**src/rtl/neural_activation_unit_top_assert.svh**
```systemverilog
// ----------------------------------------------------------------------------
// Assertion macros for the activation unit
// Concurrent checks written in a single line per use, clocked and reset-gated.
// ----------------------------------------------------------------------------
`ifndef NEURAL_ACTIVATION_UNIT_TOP_ASSERT_SVH
`define NEURAL_ACTIVATION_UNIT_TOP_ASSERT_SVH

// Consequent must hold in the same cycle as the antecedent.
`define NAU_ASSERT_SAME(label, clk, rst_n, ante, cons) \
    label: assert property (@(posedge clk) disable iff (!rst_n) (ante) |-> (cons)) \
        else $error("nau: same-cycle check failed");

// Consequent must hold in the cycle after the antecedent.
`define NAU_ASSERT_NEXT(label, clk, rst_n, ante, cons) \
    label: assert property (@(posedge clk) disable iff (!rst_n) (ante) |=> (cons)) \
        else $error("nau: next-cycle check failed");

`endif

```
**src/rtl/nau_pkg.sv**
```systemverilog
// ----------------------------------------------------------------------------
// nau_pkg
// Shared constants, types and lookup tables of the activation unit.
// ----------------------------------------------------------------------------
package nau_pkg;

    // Segments of the 2^f fraction table.
    localparam int EXP_TABLE_DEPTH = 32;
    localparam int EXP_IDX_W       = $clog2(EXP_TABLE_DEPTH);
    localparam int EXP_TAB_IDX_W   = $clog2(EXP_TABLE_DEPTH + 1);
    localparam int EXP_POS_W       = 10 + EXP_IDX_W;
    localparam int EXP_W           = 16;

    localparam int RCP_SEGS      = 32;
    localparam int RCP_TAB_IDX_W = $clog2(RCP_SEGS + 1);
    localparam int RCP_W         = 17;

    localparam longint unsigned LN2_Q30 = 64'd744261118;
    localparam logic signed [15:0] LOG2E_Q14 = 16'sd23637;
    localparam logic signed [15:0] ONE_Q10   = 16'sd1024;
    localparam logic [14:0]        ONE_Q14   = 15'd16384;

    localparam int CFG_IDX_W  = 2;
    localparam int CFG_DATA_W = 15;
    localparam logic [CFG_IDX_W-1:0] REG_MODE  = 2'd0;
    localparam logic [CFG_IDX_W-1:0] REG_ALPHA = 2'd1;

    localparam logic [14:0] ALPHA_RESET = 15'd1024;

    typedef enum logic [1:0] {
        MODE_SIGMOID = 2'd0,
        MODE_RELU    = 2'd1,
        MODE_LEAKY   = 2'd2,
        MODE_ELU     = 2'd3
    } t_mode;

    // Per-request information that rides along with the exp pipeline.
    typedef struct packed {
        logic signed [15:0] z;
        logic               func;
        t_mode              mode;
        logic signed [15:0] leaky;
    } t_side;

    typedef logic [EXP_W-1:0] t_exp2_tab [EXP_TABLE_DEPTH+1];
    typedef logic [RCP_W-1:0] t_rcp_tab [RCP_SEGS+1];

    // Shift-and-subtract division; only the table builders call it.
    function automatic longint unsigned udiv64(input longint unsigned num,
                                               input longint unsigned den);
        longint unsigned quo;
        longint unsigned rem;
        quo = '0;
        rem = '0;
        for (int b = 63; b >= 0; b--) begin
            rem = {rem[62:0], num[b]};
            if (rem >= den) begin
                rem    = rem - den;
                quo[b] = 1'b1;
            end
        end
        return quo;
    endfunction

    // 2^(i/D) in Q.14 from a truncated Taylor series of exp(i*ln2/D).
    function automatic t_exp2_tab build_exp2_tab();
        t_exp2_tab       tab;
        longint unsigned x;
        longint unsigned term;
        longint unsigned sum;
        for (int i = 0; i <= EXP_TABLE_DEPTH; i++) begin
            x    = udiv64(LN2_Q30 * longint'(i), 64'(EXP_TABLE_DEPTH));
            term = 64'd1 << 30;
            sum  = term;
            for (int k = 1; k <= 24; k++) begin
                term = udiv64((term * x) >> 30, 64'(k));
                sum  = sum + term;
            end
            tab[i] = EXP_W'((sum + (64'd1 << 15)) >> 16);
        end
        return tab;
    endfunction

    // 1/(1+i/32) in Q.16, rounded to nearest.
    function automatic t_rcp_tab build_rcp_tab();
        t_rcp_tab        tab;
        longint unsigned d;
        for (int i = 0; i <= RCP_SEGS; i++) begin
            d      = longint'(RCP_SEGS + i);
            tab[i] = RCP_W'(udiv64((64'd1 << 21) + (d >> 1), d));
        end
        return tab;
    endfunction

    localparam t_exp2_tab EXP2_TAB = build_exp2_tab();
    localparam t_rcp_tab  RCP_TAB  = build_rcp_tab();

endpackage

```
**src/rtl/nau_exp.sv**
```systemverilog
// ----------------------------------------------------------------------------
// nau_exp
// Three-stage exp(x) for x <= 0: fraction table, interpolation, shift.
// ----------------------------------------------------------------------------
module nau_exp (
    input  logic                 i_clk,
    input  logic                 i_rst_n,
    input  logic                 i_valid,
    input  logic signed [31:0]   i_prod,
    input  nau_pkg::t_side       i_side,
    output logic                 o_valid,
    output logic [14:0]          o_e,
    output nau_pkg::t_side       o_side
);

    logic signed [17:0]                t_q10;
    logic signed [7:0]                 n_int;
    logic [9:0]                        frac;
    logic [7:0]                        sh_full;
    logic [nau_pkg::EXP_POS_W-1:0]     pos;
    logic [nau_pkg::EXP_IDX_W-1:0]     idx;
    logic [nau_pkg::EXP_TAB_IDX_W-1:0] tab_idx;
    logic [nau_pkg::EXP_W-1:0]         tab_lo;
    logic [nau_pkg::EXP_W-1:0]         tab_hi;
    logic [25:0]                       step;

    logic                      r_s1_valid;
    logic [nau_pkg::EXP_W-1:0] r_s1_lo;
    logic [nau_pkg::EXP_W-1:0] r_s1_diff;
    logic [9:0]                r_s1_rem;
    logic [4:0]                r_s1_sh;
    logic                      r_s1_big;
    nau_pkg::t_side            r_s1_side;

    logic                      r_s2_valid;
    logic [15:0]               r_s2_m;
    logic [4:0]                r_s2_sh;
    logic                      r_s2_big;
    nau_pkg::t_side            r_s2_side;

    logic                      r_s3_valid;
    logic [14:0]               r_s3_e;
    nau_pkg::t_side            r_s3_side;

    // t = floor(x*log2e) in Q.10, split into integer and fraction parts.
    always_comb begin
        t_q10   = $signed(i_prod[31:14]);
        n_int   = $signed(t_q10[17:10]);
        frac    = t_q10[9:0];
        sh_full = 8'(-n_int);
        pos     = nau_pkg::EXP_POS_W'(frac) * nau_pkg::EXP_POS_W'(nau_pkg::EXP_TABLE_DEPTH);
        idx     = pos[nau_pkg::EXP_POS_W-1:10];
        tab_idx = nau_pkg::EXP_TAB_IDX_W'(idx);
        tab_lo  = nau_pkg::EXP2_TAB[tab_idx];
        tab_hi  = nau_pkg::EXP2_TAB[tab_idx + 1'b1];
        step    = 26'(r_s1_diff) * 26'(r_s1_rem);
    end

    always_ff @(posedge i_clk) begin
        if (!i_rst_n) begin
            r_s1_valid <= 1'b0;
            r_s2_valid <= 1'b0;
            r_s3_valid <= 1'b0;
        end else begin
            r_s1_valid <= i_valid;
            r_s2_valid <= r_s1_valid;
            r_s3_valid <= r_s2_valid;
        end
    end

    always_ff @(posedge i_clk) begin
        r_s1_lo   <= tab_lo;
        r_s1_diff <= tab_hi - tab_lo;
        r_s1_rem  <= pos[9:0];
        r_s1_sh   <= sh_full[4:0];
        r_s1_big  <= (sh_full[7:5] != 3'd0);
        r_s1_side <= i_side;

        r_s2_m    <= r_s1_lo + step[25:10];
        r_s2_sh   <= r_s1_sh;
        r_s2_big  <= r_s1_big;
        r_s2_side <= r_s1_side;

        // Beyond 31 bits of shift the power of two underflows to zero.
        r_s3_e    <= r_s2_big ? 15'd0 : 15'(r_s2_m >> r_s2_sh);
        r_s3_side <= r_s2_side;
    end

    assign o_valid = r_s3_valid;
    assign o_e     = r_s3_e;
    assign o_side  = r_s3_side;

endmodule

```
**src/rtl/nau_act.sv**
```systemverilog
// ----------------------------------------------------------------------------
// nau_act
// Four-stage back end: sigmoid reciprocal, ELU scaling, result selection.
// ----------------------------------------------------------------------------
`include "neural_activation_unit_top_assert.svh"

module nau_act (
    input  logic                 i_clk,
    input  logic                 i_rst_n,
    input  logic [14:0]          i_alpha,
    input  logic                 i_valid,
    input  logic [14:0]          i_e,
    input  nau_pkg::t_side       i_side,
    output logic                 o_valid,
    output logic signed [15:0]   o_y
);

    logic [nau_pkg::RCP_TAB_IDX_W-1:0] seg;
    logic [nau_pkg::RCP_W-1:0]         rcp_lo;
    logic [nau_pkg::RCP_W-1:0]         rcp_hi;
    logic signed [16:0]                em1;
    logic signed [32:0]                elu_full;
    logic [25:0]                       rcp_step;
    logic signed [30:0]                elu_round;
    logic [17:0]                       r_round;
    logic [10:0]                       s_pos;
    logic signed [16:0]                elu_d;
    logic [21:0]                       sd_prod;
    logic [21:0]                       sd_round;
    logic signed [15:0]                sig_y;
    logic signed [15:0]                pos_y;
    logic                              z_pos;
    logic signed [15:0]                n_y;

    logic                      r_s1_valid;
    logic [nau_pkg::RCP_W-1:0] r_s1_lo;
    logic [nau_pkg::RCP_W-1:0] r_s1_diff;
    logic [8:0]                r_s1_rem;
    logic signed [30:0]        r_s1_elu_p;
    nau_pkg::t_side            r_s1_side;

    logic                      r_s2_valid;
    logic [16:0]               r_s2_r;
    logic signed [15:0]        r_s2_elu_v;
    nau_pkg::t_side            r_s2_side;

    logic                      r_s3_valid;
    logic [10:0]               r_s3_s;
    logic signed [15:0]        r_s3_elu_y;
    nau_pkg::t_side            r_s3_side;

    logic                      r_o_valid;
    logic signed [15:0]        r_o_y;

    always_comb begin
        seg      = i_e[14:9];
        rcp_lo   = nau_pkg::RCP_TAB[seg];
        rcp_hi   = nau_pkg::RCP_TAB[seg[4:0] + 6'd1];
        em1      = $signed({2'b00, i_e}) - $signed({2'b00, nau_pkg::ONE_Q14});
        elu_full = $signed({1'b0, i_alpha}) * em1;

        rcp_step  = 26'(r_s1_diff) * 26'(r_s1_rem);
        elu_round = r_s1_elu_p + 31'sd8192;

        r_round = 18'(r_s2_r) + 18'd32;
        s_pos   = r_round[16:6];
        elu_d   = 17'(r_s2_elu_v) + $signed({2'b00, i_alpha});

        sd_prod  = 22'(r_s3_s) * 22'(11'd1024 - r_s3_s);
        sd_round = sd_prod + 22'd512;
        sig_y    = r_s3_side.func ? $signed({7'd0, sd_round[18:10]})
                                  : $signed({5'd0, r_s3_s});
        z_pos    = !r_s3_side.z[15] && (r_s3_side.z != 16'sd0);
        pos_y    = r_s3_side.func ? nau_pkg::ONE_Q10 : r_s3_side.z;

        case (r_s3_side.mode)
            nau_pkg::MODE_SIGMOID: n_y = sig_y;
            nau_pkg::MODE_RELU:    n_y = z_pos ? pos_y : 16'sd0;
            nau_pkg::MODE_LEAKY: begin
                if (z_pos) begin
                    n_y = pos_y;
                end else begin
                    n_y = r_s3_side.func ? $signed({1'b0, i_alpha}) : r_s3_side.leaky;
                end
            end
            nau_pkg::MODE_ELU:     n_y = z_pos ? pos_y : r_s3_elu_y;
            default:               n_y = 16'sd0;
        endcase
    end

    always_ff @(posedge i_clk) begin
        if (!i_rst_n) begin
            r_s1_valid <= 1'b0;
            r_s2_valid <= 1'b0;
            r_s3_valid <= 1'b0;
            r_o_valid  <= 1'b0;
        end else begin
            r_s1_valid <= i_valid;
            r_s2_valid <= r_s1_valid;
            r_s3_valid <= r_s2_valid;
            r_o_valid  <= r_s3_valid;
        end
    end

    always_ff @(posedge i_clk) begin
        // The last segment only covers e equal to one, where no slope is needed.
        if (seg[5]) begin
            r_s1_lo   <= nau_pkg::RCP_TAB[nau_pkg::RCP_SEGS];
            r_s1_diff <= '0;
        end else begin
            r_s1_lo   <= rcp_lo;
            r_s1_diff <= rcp_lo - rcp_hi;
        end
        r_s1_rem   <= i_e[8:0];
        r_s1_elu_p <= 31'(elu_full);
        r_s1_side  <= i_side;

        r_s2_r     <= r_s1_lo - rcp_step[25:9];
        r_s2_elu_v <= $signed(elu_round[29:14]);
        r_s2_side  <= r_s1_side;

        // The table gives sigmoid of the magnitude; a negative z mirrors it.
        r_s3_s     <= r_s2_side.z[15] ? 11'd1024 - s_pos : s_pos;
        r_s3_elu_y <= r_s2_side.func ? 16'(elu_d) : r_s2_elu_v;
        r_s3_side  <= r_s2_side;

        r_o_y      <= n_y;
    end

    assign o_valid = r_o_valid;
    assign o_y     = r_o_y;

    `NAU_ASSERT_NEXT(a_valid_advance, i_clk, i_rst_n, 1'b1, o_valid == $past(r_s3_valid))
    `NAU_ASSERT_SAME(a_sig_bounded, i_clk, i_rst_n, r_s3_valid, r_s3_s <= 11'd1024)
    `NAU_ASSERT_NEXT(a_sig_range, i_clk, i_rst_n, r_s3_valid && r_s3_side.mode == nau_pkg::MODE_SIGMOID, !o_y[15] && o_y <= 16'sd1024)
    `NAU_ASSERT_NEXT(a_relu_neg_zero, i_clk, i_rst_n, r_s3_valid && r_s3_side.mode == nau_pkg::MODE_RELU && !z_pos, o_y == 16'sd0)

endmodule

```
**src/rtl/neural_activation_unit_top.sv**
```systemverilog
// ----------------------------------------------------------------------------
// neural_activation_unit_top
// Sigmoid, ReLU, leaky ReLU and ELU activation or derivative, Q5.10.
// ----------------------------------------------------------------------------
// The unit takes one request per clock and never reports busy. Each result
// appears on o_y with o_valid high for exactly one cycle once it has passed
// through the pipeline: one input stage with the exponent and leaky
// multipliers, three exp stages, and four stages for the reciprocal, ELU
// scaling and output selection. Results cannot be held off, so the receiver
// must take every strobe. The tables are constants, so no clearing pass
// follows reset. Mode and alpha are to be written through the configuration
// port only while no request is in flight; the unit does not enforce this.
module neural_activation_unit_top (
    input  logic                              i_clk,
    input  logic                              i_rst_n,
    input  logic                              start,
    output logic                              busy,
    input  logic signed [15:0]                i_z,
    input  logic                              i_func,
    output logic                              o_valid,
    output logic signed [15:0]                o_y,
    input  logic                              i_cfg_valid,
    output logic                              o_cfg_ready,
    input  logic [nau_pkg::CFG_IDX_W-1:0]     i_cfg_index,
    input  logic [nau_pkg::CFG_DATA_W-1:0]    i_cfg_data
);

    nau_pkg::t_mode      r_mode;
    logic [14:0]         r_alpha;

    logic                r_s0_valid;
    logic signed [31:0]  r_s0_prod;
    logic signed [30:0]  r_s0_leaky_p;
    logic signed [15:0]  r_s0_z;
    logic                r_s0_func;
    nau_pkg::t_mode      r_s0_mode;

    logic                z_pos;
    logic signed [16:0]  z_ext;
    logic signed [16:0]  x_neg;
    logic signed [32:0]  leaky_full;
    logic signed [30:0]  leaky_round;
    logic signed [20:0]  leaky_q;
    nau_pkg::t_side      side;

    logic                exp_valid;
    logic [14:0]         exp_e;
    nau_pkg::t_side      exp_side;

    assign busy        = 1'b0;
    assign o_cfg_ready = 1'b1;

    always_ff @(posedge i_clk) begin
        if (!i_rst_n) begin
            r_mode  <= nau_pkg::MODE_RELU;
            r_alpha <= nau_pkg::ALPHA_RESET;
        end else if (i_cfg_valid) begin
            unique case (i_cfg_index)
                nau_pkg::REG_MODE:  r_mode  <= nau_pkg::t_mode'(i_cfg_data[1:0]);
                nau_pkg::REG_ALPHA: r_alpha <= i_cfg_data[14:0];
                default: ;
            endcase
        end
    end

    // exp is only ever taken of -|z| (sigmoid) or of z <= 0 (ELU).
    always_comb begin
        z_ext      = {i_z[15], i_z};
        z_pos      = !i_z[15] && (i_z != 16'sd0);
        x_neg      = z_pos ? -z_ext : z_ext;
        leaky_full = $signed({1'b0, r_alpha}) * z_ext;

        leaky_round = r_s0_leaky_p + 31'sd512;
        leaky_q     = $signed(leaky_round[30:10]);
        side.z      = r_s0_z;
        side.func   = r_s0_func;
        side.mode   = r_s0_mode;
        if (leaky_q > 21'sd32767) begin
            side.leaky = 16'sd32767;
        end else if (leaky_q < -21'sd32768) begin
            side.leaky = -16'sd32768;
        end else begin
            side.leaky = leaky_q[15:0];
        end
    end

    always_ff @(posedge i_clk) begin
        if (!i_rst_n) begin
            r_s0_valid <= 1'b0;
        end else begin
            r_s0_valid <= start && !busy;
        end
    end

    always_ff @(posedge i_clk) begin
        r_s0_prod    <= 32'(x_neg * nau_pkg::LOG2E_Q14);
        r_s0_leaky_p <= 31'(leaky_full);
        r_s0_z       <= i_z;
        r_s0_func    <= i_func;
        r_s0_mode    <= r_mode;
    end

    nau_exp u_exp (
        .i_clk   (i_clk),
        .i_rst_n (i_rst_n),
        .i_valid (r_s0_valid),
        .i_prod  (r_s0_prod),
        .i_side  (side),
        .o_valid (exp_valid),
        .o_e     (exp_e),
        .o_side  (exp_side)
    );

    nau_act u_act (
        .i_clk   (i_clk),
        .i_rst_n (i_rst_n),
        .i_alpha (r_alpha),
        .i_valid (exp_valid),
        .i_e     (exp_e),
        .i_side  (exp_side),
        .o_valid (o_valid),
        .o_y     (o_y)
    );

endmodule

```
**config.mk**
```make
export PLATFORM = sky130hd
export DESIGN_NAME = neural_activation_unit_top
export DESIGN_NICKNAME = d
export VERILOG_FILES = /design/src/rtl/nau_pkg.sv /design/src/rtl/nau_exp.sv /design/src/rtl/nau_act.sv /design/src/rtl/neural_activation_unit_top.sv
export VERILOG_INCLUDE_DIRS = /design/src /design/src/rtl
export SDC_FILE = /design/constraint.sdc
export NUM_CORES = 2
export LEC_CHECK = 0
export BUFFER_PORTS_ARGS = -buffer_cell sky130_fd_sc_hd__buf_2
export CAP_MARGIN = 20
export CORE_ASPECT_RATIO = 0.7
export CORE_MARGIN = 2
export CORE_UTILIZATION = 30
export DETAILED_ROUTE_END_ITERATION = 8
export GPL_TIMING_DRIVEN = 0
export MAX_ROUTING_LAYER = met4
export SETUP_SLACK_MARGIN = 0.02
export SLEW_MARGIN = 25
export SYNTH_ARGS = -nofsm -noshare
export SYNTH_HDL_FRONTEND = slang
export SYNTH_HIERARCHICAL = 1
export SYNTH_SLANG_ARGS = --single-unit
```
**constraint.sdc**
```tcl
create_clock -name i_clk -period 15 [get_ports i_clk]
set_input_delay 3 -clock i_clk [delete_from_list [all_inputs] [get_ports i_clk]]
set_output_delay 3 -clock i_clk [all_outputs]
set_load 0.005 [all_outputs]
```
==> results.md <==
* Synthesized instance count at 5,671
* Setup ws final at 4.13 ns
* Mean area per synthesized cell at 9.03 µm²
* Drt initial violations at 2,671
* Io pins at 57
* Reg2Reg Depth at 23
* CTS clk-pin slew, worst paths at 0.07 ns
* Initial Util at 30.3%
* Clock Latency Late Sink at 0.63 ns
* GRT Total Usage at 16.3%
* Layout cells sized above 1 at 4.55%
* GP Congestion at 0.899
* Max Slew Vio Count at 0
* Largest net degree at the start of global routing at 28
* Wirelength, routed at 138,000 µm
* Ys Warns at 6
* Hold Path Class: reg2reg
* Clock sinks at 503
* Worst-Margin Slew at 1.03 ns
* Routed len/inst at 17.1 µm
* Die Y at 350 µm
* Netlist Area Pre-Place at 51,200 µm²
* CTS Buf Count at 51
* Slowest CP cell: xnor2_1
* Gr ovfl total at 0
* Vias in the first global route at 38.8k
* Detailed placer's ending HPWL at 110,000 µm
* Fin Setup TNS at 0 ns
* CP Capture Type: flip-flop
* RSZ-0062 raised after global routing: no
* Die area at 174,000 µm²
* DP Worst Slack at 3.65 ns
* IO buf count at 54
* Min-Delay Endpoint: u_act/r_s2_side[16]
* Post-CTS sizing at 0
* Layout area overhead at 9.77%
* DRC viols at 0
* Status: finished clean
* Fmax achieved at 92.0 MHz
* Maximum clock path buffer count at 3
* Final Hold Fails at 0
* Post-route ant nets at 0
* Path type of the worst setup path: in2reg
* Nets at 7,074
* CTS tree: built
* Vias at 38.1k
* Crit path largest cell delay at 0.59 ns
* # hold bufs at CTS at 0
* Setup Skew at 0.0306 ns
* Min-delay src: u_act/r_s1_side[16]
* Worst R2R End: u_act/r_s1_elu_p[24]
* Initial antenna violation count at 12
* Slew headroom at 31.4%
* CTS Root Cell: clkbuf_16
* Worst EP arrival at 11.42 ns
* H-Tree Depth at 2
* First-pass GRT wire length at 220,000 µm
* Hold Path Depth at 0
* Max Cap Violations at 0
* Site Rows at 126
* Setup violators final at 0
* Die extent in x at 498 µm
* Syn Nets at 6,967
* Critical Path Most Common Cell: inv_1
* Reg2reg setup slack at 7.01 ns
* Final worst path period need at 10.87 ns
* Core area at 169,000 µm²
* Crit path max fanout at 12
* Post-route non-filler standard cell count at 8,063
* Dpl cells at 7,965
* First-pass DRT Iterations at 6
* CP startpoint kind: input port
* Period utilization at 72.5%
* Via density at 4.72
* Post-CTS setup buffers at 0
* FF-to-FF Start: r_alpha[12]
* Required @ worst endpoint at 15.55 ns
## cell type report
| type | instances | area, µm² |
|---|---|---|
| antenna | 3 | 7.51 |
| buffer | 226 | 880 |
| clock inverter | 36 | 532 |
| multi-input combinational | 3933 | 36500 |
| fill | 17600 | 113000 |
| sequential | 503 | 10100 |
| tap | 2240 | 2800 |
| inverter | 1009 | 3790 |
| clock buffer | 59 | 1360 |
| timing repair buffer | 54 | 270 |
## critical path: cells and delay by family
kind / cells / cell delay (ns)
buffers and inverters: 9 / 1.53
adder cells (fa/ha/maj): 8 / 3.15
AND/OR/NAND/NOR: 5 / 0.96
AO/OA/AOI/OAI: 8 / 2.04
XOR/XNOR: 2 / 0.73
## placed cells by master, fill, tap and decap left out, types with 28 or more instances in the layout
master     count
nand2_1      611
nand2b_1      75
clkbuf_16     51
xor2_1        95
a211oi_1      42
clkbuf_1     199
o211ai_1      33
nor3_1        83
nor2b_1       62
xnor2_1      162
nor2_1       263
buf_2         62
a21o_1        36
dfxtp_1      489
o21ai_0      149
nand3_1       70
and3_1        29
fa_1         680
a21oi_1      194
and2_1       342
ha_1         578
inv_1       1002
mux2i_1       33
or2_2         28
## flip-flops by register name, summed over array words and instances (netlist names), 18 cells and up
register	cells
u_exp/o_side	35
u_act/r_s2_side	35
r_s0_prod	18
u_exp/r_s2_side	35
u_exp/r_s1_side	35
u_act/r_s3_side	35
u_act/r_s1_side	35
r_s0_leaky_p	22
## per-stage QoR
step                      utilization [%]  hold WS [ns]  area, µm²
after floorplan                         -         0.310      51200
after global placement               32.1         0.311      54300
after detailed placement             32.1         0.312      54300
after CTS                            33.2         0.293      56200
after global routing                 33.2         0.287      56200
final                                33.2         0.302      56200
## layer usage
layer | vias to the layer above | GRT usage (%) | routed length (µm)
li1 | 18100 | - | -
met1 | 18600 | 23.9 | 68100
met2 | 1181 | 23.7 | 57400
met3 | 150 | 2.69 | 9820
met4 | 0 | 2.80 | 2210
met5 | - | - | 0
## worst max-delay path by stage
stage | endpoint | depth (start not counted) | slack [ns] | from
CTS | r_s0_prod[30] | 32 | 4.24 | i_z[0]
floorplan | r_s0_prod[30] | 28 | 5.64 | i_z[0]
global route | r_s0_prod[30] | 32 | 3.64 | i_z[0]
detailed placement | r_s0_prod[30] | 32 | 3.65 | i_z[0]
global placement | r_s0_prod[30] | 32 | 3.70 | i_z[0]
finish | r_s0_prod[30] | 32 | 4.13 | i_z[0]
Power is not shown: default switching activity piles up to over one toggle a cycle in this logic, so the estimate is an artifact.
